$ cat config.mk
export PLATFORM = sky130hd
export DESIGN_NAME = ppm_p6_header_parser_core
export DESIGN_NICKNAME = d
export VERILOG_FILES = /design/src/ppmhp_pkg.sv /design/src/ppmhp_parser.sv /design/src/ppmhp_out_reg.sv /design/src/ppm_p6_header_parser_core.sv
export SDC_FILE = /design/constraint.sdc
export NUM_CORES = 1
export LEC_CHECK = 0
export BUFFER_PORTS_ARGS = -buffer_cell sky130_fd_sc_hd__buf_2
export CAP_MARGIN = 20
export CORE_UTILIZATION = 65
export CTS_BUF_LIST = sky130_fd_sc_hd__clkbuf_8
export CTS_CLUSTER_SIZE = 40
export DETAILED_ROUTE_END_ITERATION = 8
export PLACE_DENSITY = 0.89
export SYNTH_ARGS = -nofsm -noshare
export SYNTH_HDL_FRONTEND = slang
export SYNTH_HIERARCHICAL = 1
export SYNTH_SLANG_ARGS = --single-unit
$ cat constraint.sdc
create_clock -name clk_i -period 20.1 [get_ports clk_i]
set_input_delay 1.005 -clock clk_i [delete_from_list [all_inputs] [get_ports clk_i]]
set_output_delay 1.005 -clock clk_i [all_outputs]
set_load 0.05 [all_outputs]
$ cat src/ppmhp_pkg.sv
// shared types, character codes and helper functions for the p6 header parser
// no dependencies
package ppmhp_pkg;

  typedef enum logic [2:0] {
    PH_MAGIC  = 3'd0,
    PH_WIDTH  = 3'd1,
    PH_HEIGHT = 3'd2,
    PH_MAXVAL = 3'd3,
    PH_PIXELS = 3'd4,
    PH_DRAIN  = 3'd5
  } phase_e;

  typedef enum logic [1:0] {
    MAG_NONE = 2'd0,
    MAG_P    = 2'd1,
    MAG_P6   = 2'd2,
    MAG_BAD  = 2'd3
  } magic_e;

  typedef enum logic [1:0] {
    KIND_HEADER = 2'd0,
    KIND_PIXEL  = 2'd1,
    KIND_ERROR  = 2'd2
  } kind_e;

  typedef enum logic [1:0] {
    ERR_NOT_P6    = 2'd0,
    ERR_DIMENSION = 2'd1,
    ERR_MAXVAL    = 2'd2,
    ERR_TRUNCATED = 2'd3
  } err_e;

  typedef struct packed {
    kind_e       kind;
    logic [15:0] width;
    logic [15:0] height;
    logic [7:0]  pixel;
    logic        last;
    err_e        code;
  } result_t;

  localparam int unsigned NUM_W = 17;

  localparam logic [NUM_W-1:0] NUM_SATURATE    = 17'd65536;
  localparam logic [NUM_W-1:0] MAXVAL_REQUIRED = 17'd255;
  localparam logic [NUM_W-1:0] MAX_DIMENSION   = 17'd65535;

  localparam logic [7:0] CHAR_P     = 8'h50;
  localparam logic [7:0] CHAR_SIX   = 8'h36;
  localparam logic [7:0] CHAR_PLUS  = 8'h2B;
  localparam logic [7:0] CHAR_MINUS = 8'h2D;
  localparam logic [7:0] CHAR_HASH  = 8'h23;
  localparam logic [7:0] CHAR_NL    = 8'h0A;
  localparam logic [7:0] CHAR_SPACE = 8'h20;
  localparam logic [7:0] CHAR_TAB   = 8'h09;
  localparam logic [7:0] CHAR_CR    = 8'h0D;
  localparam logic [7:0] CHAR_ZERO  = 8'h30;
  localparam logic [7:0] CHAR_NINE  = 8'h39;

  function automatic logic is_ws(input logic [7:0] c);
    return (c == CHAR_SPACE) || (c >= CHAR_TAB && c <= CHAR_CR);
  endfunction

  function automatic logic is_digit(input logic [7:0] c);
    return (c >= CHAR_ZERO) && (c <= CHAR_NINE);
  endfunction

  function automatic logic dim_ok(input logic [NUM_W-1:0] v);
    return (v != '0) && (v <= MAX_DIMENSION);
  endfunction

  // error reported when a phase is cut short
  function automatic err_e fail_code(input phase_e ph);
    err_e code;
    case (ph)
      PH_MAGIC:  code = ERR_NOT_P6;
      PH_WIDTH:  code = ERR_DIMENSION;
      PH_HEIGHT: code = ERR_DIMENSION;
      PH_MAXVAL: code = ERR_MAXVAL;
      default:   code = ERR_TRUNCATED;
    endcase
    return code;
  endfunction

endpackage

$ cat src/ppmhp_parser.sv
// tokeniser, number reader and pixel counter: parser state and at most one result per byte
// depends on ppmhp_pkg
module ppmhp_parser
  import ppmhp_pkg::*;
#(
  parameter int unsigned TOKEN_CAPACITY = 64
) (
  input  logic       clk_i,
  input  logic       rst_ni,
  input  logic       fire_i,
  input  logic [7:0] data_byte_i,
  input  logic       end_of_file_i,
  output logic       res_valid_o,
  output result_t    res_o
);

  localparam int unsigned TL_W = $clog2(TOKEN_CAPACITY);

  phase_e            phase_q, phase_d;
  logic              comment_q, comment_d;
  logic [TL_W-1:0]   tl_q, tl_d;
  magic_e            mm_q, mm_d;
  logic [NUM_W-1:0]  nv_q, nv_d;
  logic              neg_q, neg_d;
  logic              ds_q, ds_d;
  logic [NUM_W-1:0]  width_q, width_d;
  logic [NUM_W-1:0]  height_q, height_d;
  logic [33:0]       pl_q, pl_d;

  logic [NUM_W-1:0]  num;
  logic              ok_magic;
  logic              fin_err;
  err_e              fin_code;
  logic              fin_hdr;
  phase_e            fin_phase;
  phase_e            eof_phase;
  logic              clear_tok;
  logic              take_tok;
  magic_e            tk_mm;
  logic [20:0]       acc;
  logic [NUM_W-1:0]  acc_sat;
  logic [31:0]       dim_product;
  logic [33:0]       pixels_start;
  logic [33:0]       pl_dec;

  assign num      = neg_q ? '0 : nv_q;
  assign ok_magic = (mm_q == MAG_P6) && (tl_q == TL_W'(2));

  // value * 10 + digit, saturating just above the largest dimension
  assign acc     = {1'b0, nv_q, 3'b000} + {3'b000, nv_q, 1'b0} + {17'd0, data_byte_i[3:0]};
  assign acc_sat = (acc > {4'd0, NUM_SATURATE}) ? NUM_SATURATE : acc[NUM_W-1:0];

  assign dim_product  = width_q[15:0] * height_q[15:0];
  assign pixels_start = {1'b0, dim_product, 1'b0} + {2'b00, dim_product};
  assign pl_dec       = pl_q - 34'd1;

  always_comb begin
    if (tl_q == '0 && data_byte_i == CHAR_P) begin
      tk_mm = MAG_P;
    end else if (tl_q == TL_W'(1) && mm_q == MAG_P && data_byte_i == CHAR_SIX) begin
      tk_mm = MAG_P6;
    end else begin
      tk_mm = MAG_BAD;
    end
  end

  // outcome of ending the current token
  always_comb begin
    fin_err   = 1'b0;
    fin_code  = ERR_NOT_P6;
    fin_hdr   = 1'b0;
    fin_phase = phase_q;
    case (phase_q)
      PH_MAGIC: begin
        if (ok_magic) begin
          fin_phase = PH_WIDTH;
        end else begin
          fin_err   = 1'b1;
          fin_code  = ERR_NOT_P6;
          fin_phase = PH_DRAIN;
        end
      end
      PH_WIDTH:  fin_phase = PH_HEIGHT;
      PH_HEIGHT: fin_phase = PH_MAXVAL;
      PH_MAXVAL: begin
        if (num != MAXVAL_REQUIRED) begin
          fin_err   = 1'b1;
          fin_code  = ERR_MAXVAL;
          fin_phase = PH_DRAIN;
        end else if (!dim_ok(width_q) || !dim_ok(height_q)) begin
          fin_err   = 1'b1;
          fin_code  = ERR_DIMENSION;
          fin_phase = PH_DRAIN;
        end else begin
          fin_hdr   = 1'b1;
          fin_phase = PH_PIXELS;
        end
      end
      default: ;
    endcase
  end

  always_comb begin
    phase_d    = phase_q;
    comment_d  = comment_q;
    tl_d       = tl_q;
    mm_d       = mm_q;
    nv_d       = nv_q;
    neg_d      = neg_q;
    ds_d       = ds_q;
    width_d    = width_q;
    height_d   = height_q;
    pl_d       = pl_q;
    clear_tok  = 1'b0;
    take_tok   = 1'b0;
    eof_phase  = phase_q;
    res_valid_o  = 1'b0;
    res_o.kind   = KIND_ERROR;
    res_o.width  = '0;
    res_o.height = '0;
    res_o.pixel  = '0;
    res_o.last   = 1'b0;
    res_o.code   = ERR_NOT_P6;

    if (fire_i) begin
      if (end_of_file_i) begin
        // finish a token in progress first, then report what is missing
        if ((phase_q inside {PH_MAGIC, PH_WIDTH, PH_HEIGHT, PH_MAXVAL}) && tl_q != '0) begin
          if (fin_err) begin
            res_valid_o = 1'b1;
            res_o.code  = fin_code;
          end else begin
            eof_phase = fin_phase;
          end
        end
        if (!res_valid_o && eof_phase != PH_DRAIN) begin
          res_valid_o = 1'b1;
          res_o.code  = fail_code(eof_phase);
        end
        phase_d   = PH_MAGIC;
        comment_d = 1'b0;
        width_d   = '0;
        height_d  = '0;
        pl_d      = '0;
        clear_tok = 1'b1;
      end else begin
        case (phase_q)
          PH_PIXELS: begin
            pl_d         = pl_dec;
            res_valid_o  = 1'b1;
            res_o.kind   = KIND_PIXEL;
            res_o.pixel  = data_byte_i;
            res_o.last   = (pl_dec == '0);
            if (pl_dec == '0) begin
              phase_d = PH_DRAIN;
            end
          end
          PH_DRAIN: ;
          default: begin
            if (tl_q == '0) begin
              if (comment_q) begin
                if (data_byte_i == CHAR_NL) begin
                  comment_d = 1'b0;
                end
              end else if (data_byte_i == CHAR_HASH) begin
                comment_d = 1'b1;
              end else if (!is_ws(data_byte_i)) begin
                take_tok = 1'b1;
              end
            end else if (is_ws(data_byte_i)) begin
              clear_tok = 1'b1;
              phase_d   = fin_phase;
              if (phase_q == PH_WIDTH) begin
                width_d = num;
              end
              if (phase_q == PH_HEIGHT) begin
                height_d = num;
              end
              if (fin_err) begin
                res_valid_o = 1'b1;
                res_o.code  = fin_code;
              end else if (fin_hdr) begin
                pl_d         = pixels_start;
                res_valid_o  = 1'b1;
                res_o.kind   = KIND_HEADER;
                res_o.width  = width_q[15:0];
                res_o.height = height_q[15:0];
              end
            end else if (tl_q >= TL_W'(TOKEN_CAPACITY - 1)) begin
              // token overflow
              clear_tok   = 1'b1;
              phase_d     = PH_DRAIN;
              res_valid_o = 1'b1;
              res_o.code  = fail_code(phase_q);
            end else begin
              take_tok = 1'b1;
            end
          end
        endcase
      end
    end

    if (take_tok) begin
      mm_d = tk_mm;
      tl_d = tl_q + TL_W'(1);
      if (tl_q == '0 && (data_byte_i == CHAR_PLUS || data_byte_i == CHAR_MINUS)) begin
        neg_d = (data_byte_i == CHAR_MINUS);
      end else if (!ds_q && is_digit(data_byte_i)) begin
        nv_d = acc_sat;
      end else begin
        ds_d = 1'b1;
      end
    end

    if (clear_tok) begin
      tl_d  = '0;
      mm_d  = MAG_NONE;
      nv_d  = '0;
      neg_d = 1'b0;
      ds_d  = 1'b0;
    end
  end

  always_ff @(posedge clk_i or negedge rst_ni) begin
    if (!rst_ni) begin
      phase_q   <= PH_MAGIC;
      comment_q <= 1'b0;
      tl_q      <= '0;
      mm_q      <= MAG_NONE;
      nv_q      <= '0;
      neg_q     <= 1'b0;
      ds_q      <= 1'b0;
      width_q   <= '0;
      height_q  <= '0;
      pl_q      <= '0;
    end else begin
      phase_q   <= phase_d;
      comment_q <= comment_d;
      tl_q      <= tl_d;
      mm_q      <= mm_d;
      nv_q      <= nv_d;
      neg_q     <= neg_d;
      ds_q      <= ds_d;
      width_q   <= width_d;
      height_q  <= height_d;
      pl_q      <= pl_d;
    end
  end

endmodule

$ cat src/ppmhp_out_reg.sv
// result register between the parser and the output channel
// depends on ppmhp_pkg
module ppmhp_out_reg
  import ppmhp_pkg::*;
(
  input  logic    clk_i,
  input  logic    rst_ni,
  input  logic    load_i,
  input  result_t res_i,
  input  logic    out_ready_i,
  output logic    space_o,
  output logic    out_valid_o,
  output result_t res_o
);

  logic    valid_q;
  result_t res_q;

  // a new word may enter while the held one leaves in the same cycle
  assign space_o     = !valid_q || out_ready_i;
  assign out_valid_o = valid_q;
  assign res_o       = res_q;

  always_ff @(posedge clk_i or negedge rst_ni) begin
    if (!rst_ni) begin
      valid_q <= 1'b0;
    end else if (load_i) begin
      valid_q <= 1'b1;
    end else if (out_ready_i) begin
      valid_q <= 1'b0;
    end
  end

  always_ff @(posedge clk_i) begin
    if (load_i) begin
      res_q <= res_i;
    end
  end

endmodule

$ cat src/ppm_p6_header_parser_core.sv
// Binary PPM (P6) header parser with pixel pass-through.
// Input channel: one file byte per word (data_byte_i), or an end-of-file
// marker (end_of_file_i) that carries no byte and returns the parser to start.
// Output channel: at most one result word per input word - header accepted
// (width, height), pixel byte (with last_pixel_o on the final sample of
// width*height*3), or error (error_code_o). Unused result fields read zero.
// A result is registered and shown on out_valid_o the cycle after its input
// word is taken. Throughput: one input word per cycle while the receiver does
// not stall, set by the single parser state update and the one output register.
// If the receiver stalls with a result held, in_ready_o follows out_ready_i:
// the held word leaving frees room for the next one in the same cycle.
// Words that produce no result are taken whenever the output register has room.
// Reset puts the parser before the magic token with no result pending.
// depends on ppmhp_pkg, ppmhp_parser, ppmhp_out_reg
module ppm_p6_header_parser_core
  import ppmhp_pkg::*;
#(
  parameter int unsigned TOKEN_CAPACITY = 64
) (
  input  logic        clk_i,
  input  logic        rst_ni,
  input  logic        in_valid_i,
  output logic        in_ready_o,
  input  logic [7:0]  data_byte_i,
  input  logic        end_of_file_i,
  output logic        out_valid_o,
  input  logic        out_ready_i,
  output logic [1:0]  result_kind_o,
  output logic [15:0] image_width_o,
  output logic [15:0] image_height_o,
  output logic [7:0]  pixel_byte_o,
  output logic        last_pixel_o,
  output logic [1:0]  error_code_o
);

  logic    fire;
  logic    space;
  logic    res_valid;
  result_t res;
  result_t res_out;

  assign in_ready_o = space;
  assign fire       = in_valid_i && space;

  ppmhp_parser #(
    .TOKEN_CAPACITY(TOKEN_CAPACITY)
  ) u_parser (
    .clk_i        (clk_i),
    .rst_ni       (rst_ni),
    .fire_i       (fire),
    .data_byte_i  (data_byte_i),
    .end_of_file_i(end_of_file_i),
    .res_valid_o  (res_valid),
    .res_o        (res)
  );

  ppmhp_out_reg u_out_reg (
    .clk_i      (clk_i),
    .rst_ni     (rst_ni),
    .load_i     (res_valid),
    .res_i      (res),
    .out_ready_i(out_ready_i),
    .space_o    (space),
    .out_valid_o(out_valid_o),
    .res_o      (res_out)
  );

  assign result_kind_o  = res_out.kind;
  assign image_width_o  = res_out.width;
  assign image_height_o = res_out.height;
  assign pixel_byte_o   = res_out.pixel;
  assign last_pixel_o   = res_out.last;
  assign error_code_o   = res_out.code;

endmodule

Word-level counts from Yosys, hierarchy flattened
Cells that the tools add are included.
{ "word_totals": {"ff_bits": 145, "in_bits": 13, "out_inout_bits": 47, "word_cells": 228} }
{ "classes": {"add_sub_neg": 5, "mul": 1, "order_cmp": 8, "eq_ne": 29, "n_mux": 109, "n_bitwise": 4, "n_reduce_logical": 55} }
{ "ops": {"columns": ["cell", "n"], "rows": [
  ["34-bit 2-to-1 mux", 9],
  ["17-bit 2-to-1 mux", 16],
  ["34-bit one-hot mux with 2 select lines", 1],
  ["1-bit 2-to-1 mux", 50],
  ["8-bit by 6-bit equality test with 1-bit output (second input constant)", 5],
  ["33-bit by 32-bit adder with 34-bit output", 1],
  ["17-bit by 16-bit <= comparator with 1-bit output (second input constant)", 2],
  ["34-bit logical NOT", 1],
  ["17-bit nonzero test", 2],
  ["34-bit by 1-bit subtractor with 34-bit output (second input constant)", 1],
  ["3-bit 2-to-1 mux", 11],
  ["16-bit by 16-bit multiplier with 32-bit output", 1],
  ["2-bit 2-to-1 mux", 13],
  ["20-bit by 18-bit adder with 21-bit output", 1],
  ["21-bit by 4-bit adder with 21-bit output", 1],
  ["21-bit by 17-bit greater-than comparator with 1-bit output (second input constant)", 1],
  ["17-bit by 8-bit != test with 1-bit output (second input constant)", 1],
  ["2-bit nonzero test", 8],
  ["5-bit AND reduction", 3],
  ["1-bit logical AND", 13],
  ["3-bit by 2-bit equality test with 1-bit output (second input constant)", 4],
  ["6-bit 2-to-1 mux", 2],
  ["2-bit one-hot mux with 3 select lines", 2],
  ["3-bit one-hot mux with 4 select lines", 1],
  ["other kinds (35)", 61]
]} }

Longest topological paths before layout
{ "logic_depth": {"depth_word": 17, "ltp_mapped": 36} }

Modules after synthesis
The synthesis kept the hierarchy.
{ "modules_own_cells": {"columns": ["module", "instances", "cells_each", "area_per_inst_um2"], "rows": [
  ["ppmhp_parser", 1, 2082, 17111.4],
  ["ppmhp_out_reg", 1, 48, 1398.8],
  ["ppm_p6_header_parser_core", 1, 1, 6.3]
]} }

Worst setup path after synthesis
No wires, ideal clock.
{ "synth_timing": {"path_kind": "register to register", "startpoint": "reg u_parser.height_q[9]", "endpoint": "reg u_parser.pl_q[30]", "t_arrival_ns": 7.776, "required_ns": 19.981, "slack_ns": 12.205, "stages_incl_launch_ff": 31, "path_buffers": 3, "period_less_slack_ns": 7.895, "cell_sequence": "dfrtp_1 clkbuf_1 buf_1 nand2_1 fa_1 inv_1 fa_1 fa_1 fa_1 fa_1 inv_1 fa_1 inv_1 ha_1 clkbuf_1 and2_1 nor3b_1 o211ai_1 nand3_1 a21oi_1 o21bai_1 a21o_1 a21oi_1 xnor2_1 ha_1 nand4_1 o41ai_1 a31oi_1 o311ai_0 mux2i_1 a21bo_2"} }
{ "synth_via": {"elab_chain_len": 9, "elab_cells_between_ends": 22, "classes_between": "add/sub: 1; mul: 1; order compare: 1; eq/ne: 1; mux: 12; reduce/logical: 6"} }
{ "synth_lines": {"columns": ["element", "line", "text"], "rows": [
  ["from (decl)", "ppmhp_parser.sv:27", "logic [NUM_W-1:0] height_q, height_d;"],
  ["from (signal assigned)", "ppmhp_parser.sv:245", "height_q <= height_d;"],
  ["parallel branches: the longest is 9 deep, another holds 33-bit by 32-bit adder with 34-bit output", null, null],
  ["to (signal assigned)", "ppmhp_parser.sv:246", "pl_q <= pl_d;"],
  ["to (decl)", "ppmhp_parser.sv:28", "logic [33:0] pl_q, pl_d;"]
]} }
Several ways; the timed one is not identified. The select of a mux whose other input is x is not followed.
A chain may end at the register's enable or synchronous reset.

Worst setup path after layout
{ "layout_timing": {"startpoint": "reg u_parser.width_q[0]", "endpoint": "reg u_parser.pl_q[33]"} }
{ "layout_via": {"elab_chain_len": 9, "elab_cells_between_ends": 22, "classes_between": "add/sub: 1; mul: 1; order compare: 1; eq/ne: 1; mux: 12; reduce/logical: 6"} }
{ "layout_lines": {"columns": ["element", "line", "text"], "rows": [
  ["from (decl)", "ppmhp_parser.sv:26", "logic [NUM_W-1:0] width_q, width_d;"],
  ["from (signal assigned)", "ppmhp_parser.sv:244", "width_q <= width_d;"],
  ["parallel branches: the longest is 9 deep, another holds 33-bit by 32-bit adder with 34-bit output", null, null]
]} }
Several ways; the timed one is not identified. The select of a mux whose other input is x is not followed.

==> flow_summary.yaml <==
logic_synthesis:
  synth_top_area_frac: 0.213
  synthCells: 2131
  avgSynthCellArea_um2: 8.69
  yosys_warnings: 6
  synth_area_um2: 18500
  syn_nets: 2516
  ys_seq_area_frac: 0.208
  synth_seq_cells: 145
  ys_top_cells_by_count: "inv_1 (267), nand2_1 (259), fa_1 (197)"
  synth.most_common_cell: "inv_1"
  ys.flop_type: "dfrtp_1"
  synth_top_area_cell: "fa_1"
  synth.top_cells.by_area: "fa_1 (21%), dfrtp_1 (14%), ha_1 (12%), edfxtp_1 (7.3%), and2_1 (5.6%)"
  synth_edf_count: 45
  yosysUniqueCellTypes: 86
  async_reset_ff_frac: 0.690
place:
  place_inst: 2462
  post-dp-hpwl_um: 36800
  portBuffers: 59
  dpl_worst_slack_ns: 11.41
  postPlaceCellArea_um2: 18900
  place_congestion: 0.942
cts:
  cts_tree: "done"
  cts_num_sinks: 145
  clock_latency_ns: 0.48
  clk_pin_slew_worst_paths_ns: 0.09
  cts_max_level: 4
  postCtsSetupBuffers: 0
  clk_path_buf_depth: 2
  cts_buffers: 17
  postCtsHoldBufs: 0
  root_buffer: "clkbuf_8"
  ctsResizeCount: 0
detailed_routing:
  dr.pass1.iters: 6
  wl_per_cell_um: 19.7
  drc: 0
  first_iter_violations: 1629
  viasPerCell: 6.33
  drtAntennaViolNets: 0
  vias: 15800
  drt_wl_total_um: 49200
die:
  die_x_um: 171
  fp-row-count: 61
  dieArea_um2: 29200
  fp.dieH_um: 171
  io_pins: 60
  core-area_um2: 27900
  start_util: 0.663
timing:
  finalCriticalPeriod_ns: 8.82
  fmax_ghz: 0.113
  clock_skew_ns: 0.0131
  hold_violations: 0
  setup_viol: 0
  finalSetupTns_ns: 0
  setup_slack_ns: 11.28
  worstMarginPinSlew_ns: 0.956
  fin_crit_sh: 0.439
  report.final.slew_viol_count: 0
  rsz0062_at_grt: "no"
  relSlewSlack: 0.361
grt:
  grt_pass1_vias: 15600
  use_met2: 0.562
  grt_pass1_wl_um: 79300
  grt_util_all_layers: 0.351
  use_met3: 0.0643
  antenna_found_initial: 0
  grt_max_degree: 70
  grt-ovfl-total: 0
  grt_use_met1: 0.460
  grt-busiest-layer: "met2"
worst_setup_path:
  rr_worst_depth: 27
  worstPathArrival_ns: 9.19
  end_kind: "flip-flop"
  start_kind: "flip-flop"
  r2r-start: "u_parser/width_q[0]$_DFFE_PN0P_"
  timing.rr.end: "u_parser/pl_q[33]$_DFFE_PN0P_"
  rrSetupSlack_ns: 11.28
  cp_max_fo: 19
  crit_type: "reg2reg"
  crit_required_ns: 20.47
layout:
  antenna_cells: 0
  nets: 2492
  final_cell_area_um2: 19300
  instances_no_fill: 2498
  drive_above_1_share: 0.0604
  area_growth_pct: 4.48
  fill_cells: 2065
flow_run:
  cap_violations: 0
min_path:
  worstHoldPathType: "in2async"
pwr:
  pwr_density_cell_nw_per_um2: 42.6
  irDropWorstVdd_uv: 79.2
  leakagePower_nw: 9.69
  p_total_w: 0.000825
run_status:
  outcome: "finished clean"
## through the flow
stage,hold slack [ns],util
after floorplan,0.451,-
after global placement,0.463,0.677
after detailed placement,0.474,0.677
after CTS,0.429,0.691
after global routing,0.466,0.693
final,0.457,0.693
## cells in the final DEF, fill, tap and decap left out, types with 5 or more instances in the layout
cell	synthesis	final
o211ai_1	13	13
nor4_1	30	30
o2111ai_1	5	5
nand2_1	259	259
nand2b_1	15	15
o21a_1	10	10
nor3_1	41	41
nor4b_1	6	6
ha_1	175	175
o31ai_1	11	10
and3_1	12	12
nor2b_1	13	13
o31a_1	6	6
edfxtp_1	45	45
a21oi_1	106	106
and2_1	167	167
nand4_1	19	19
mux2i_1	5	5
inv_1	267	269
nand3_1	30	30
fa_1	197	197
o221ai_1	7	7
a21o_1	36	36
or3_1	10	10
o21bai_1	13	13
a31oi_1	9	9
a22o_1	17	17
buf_4	0	14
o21ai_0	117	117
xor2_1	29	29
a211oi_1	6	6
nor2_1	110	110
clkbuf_8	0	18
buf_2	3	58
o22ai_1	5	5
dfrtp_1	100	100
xnor2_1	45	45
## worst max-delay path, stage by stage (launching register included)
cell      delay, ns
dfrtp_1        0.88
nand2_1        0.17
fa_1           0.55
fa_1           0.56
inv_1          0.06
fa_1           0.52
fa_1           0.56
fa_1           0.57
inv_1          0.06
fa_1           0.52
inv_1          0.04
ha_1           0.42
nand4_1        0.21
nor3b_1        0.22
o211ai_1       0.11
nand3_1        0.24
a21oi_1        0.11
o21bai_1       0.21
a21o_1         0.14
a21oi_1        0.07
xnor2_1        0.17
ha_1           0.36
nand4_1        0.13
o21ai_0        0.31
nand4_1        0.25
o311ai_1       0.64
a221oi_1       0.20
o41ai_1        0.39
## metal layers
layer / routed length [um] / part of all wire
met5: 0 / 0
met4: 2080 / 0.042
met3: 4790 / 0.097
met2: 23000 / 0.47
met1: 19300 / 0.39
## report_power, final
group	switching, W	total, W	internal (W)
clock network	0.000125	0.000228	0.000103
registers	0.0000237	0.000347	0.000323
logic	0.000171	0.000250	0.0000790
total	0.000320	0.000825	0.000505
## how the worst max path moves through the flow
stage / from / end / slack (ns) / cells after the start
after floorplan: u_parser/height_q[9]$_DFFE_PN0P_ / u_parser/pl_q[30]$_DFFE_PN0P_ / 12.20 / 30
after global placement: u_parser/width_q[0]$_DFFE_PN0P_ / u_parser/pl_q[30]$_DFFE_PN0P_ / 11.68 / 27
after detailed placement: u_parser/width_q[0]$_DFFE_PN0P_ / u_parser/pl_q[33]$_DFFE_PN0P_ / 11.41 / 27
after CTS: u_parser/width_q[0]$_DFFE_PN0P_ / u_parser/pl_q[33]$_DFFE_PN0P_ / 11.33 / 27
after global routing: u_parser/width_q[0]$_DFFE_PN0P_ / u_parser/pl_q[33]$_DFFE_PN0P_ / 10.72 / 27
final: u_parser/width_q[0]$_DFFE_PN0P_ / u_parser/pl_q[33]$_DFFE_PN0P_ / 11.28 / 27
## cells by family (layout without fill, tap and decap cells)
logic type | after synthesis | in the layout | share of synthesized area
muxes | 6 | 6 | 0.00331
and+or+nand+nor | 743 | 743 | 0.201
DFF | 145 | 145 | 0.208
adders and majority gates | 372 | 372 | 0.331
xor gates and xnor gates | 74 | 74 | 0.0350
buffers and inverters | 384 | 373 | 0.0805
AOI/OAI and AO/OA | 407 | 407 | 0.141
## flip-flops by register name (all words and copies together) (netlist names)
signal                 cells
u_parser/tl_q              6
u_parser/mm_q              2
u_parser/nv_q             17
u_parser/neg_q             1
u_parser/phase_q           3
u_parser/pl_q             34
u_parser/comment_q         1
u_parser/ds_q              1
u_parser/height_q         17
u_parser/width_q          17
u_out_reg/out_valid_o      1
u_out_reg/res_o           45
## layout make-up
cell class | count | area (um^2) | share of cell area
clock buffers | 18 | 248 | 0.0128
clock inverters | 14 | 133 | 0.00686
inverters | 267 | 1000 | 0.0518
multi-input cells | 1602 | 13200 | 0.683
flip-flops and latches | 145 | 3850 | 0.199
well taps | 378 | 473 | 0.0244
repair buffers | 74 | 425 | 0.0220
No activity file was read; power rests on OpenSTA's default activity.
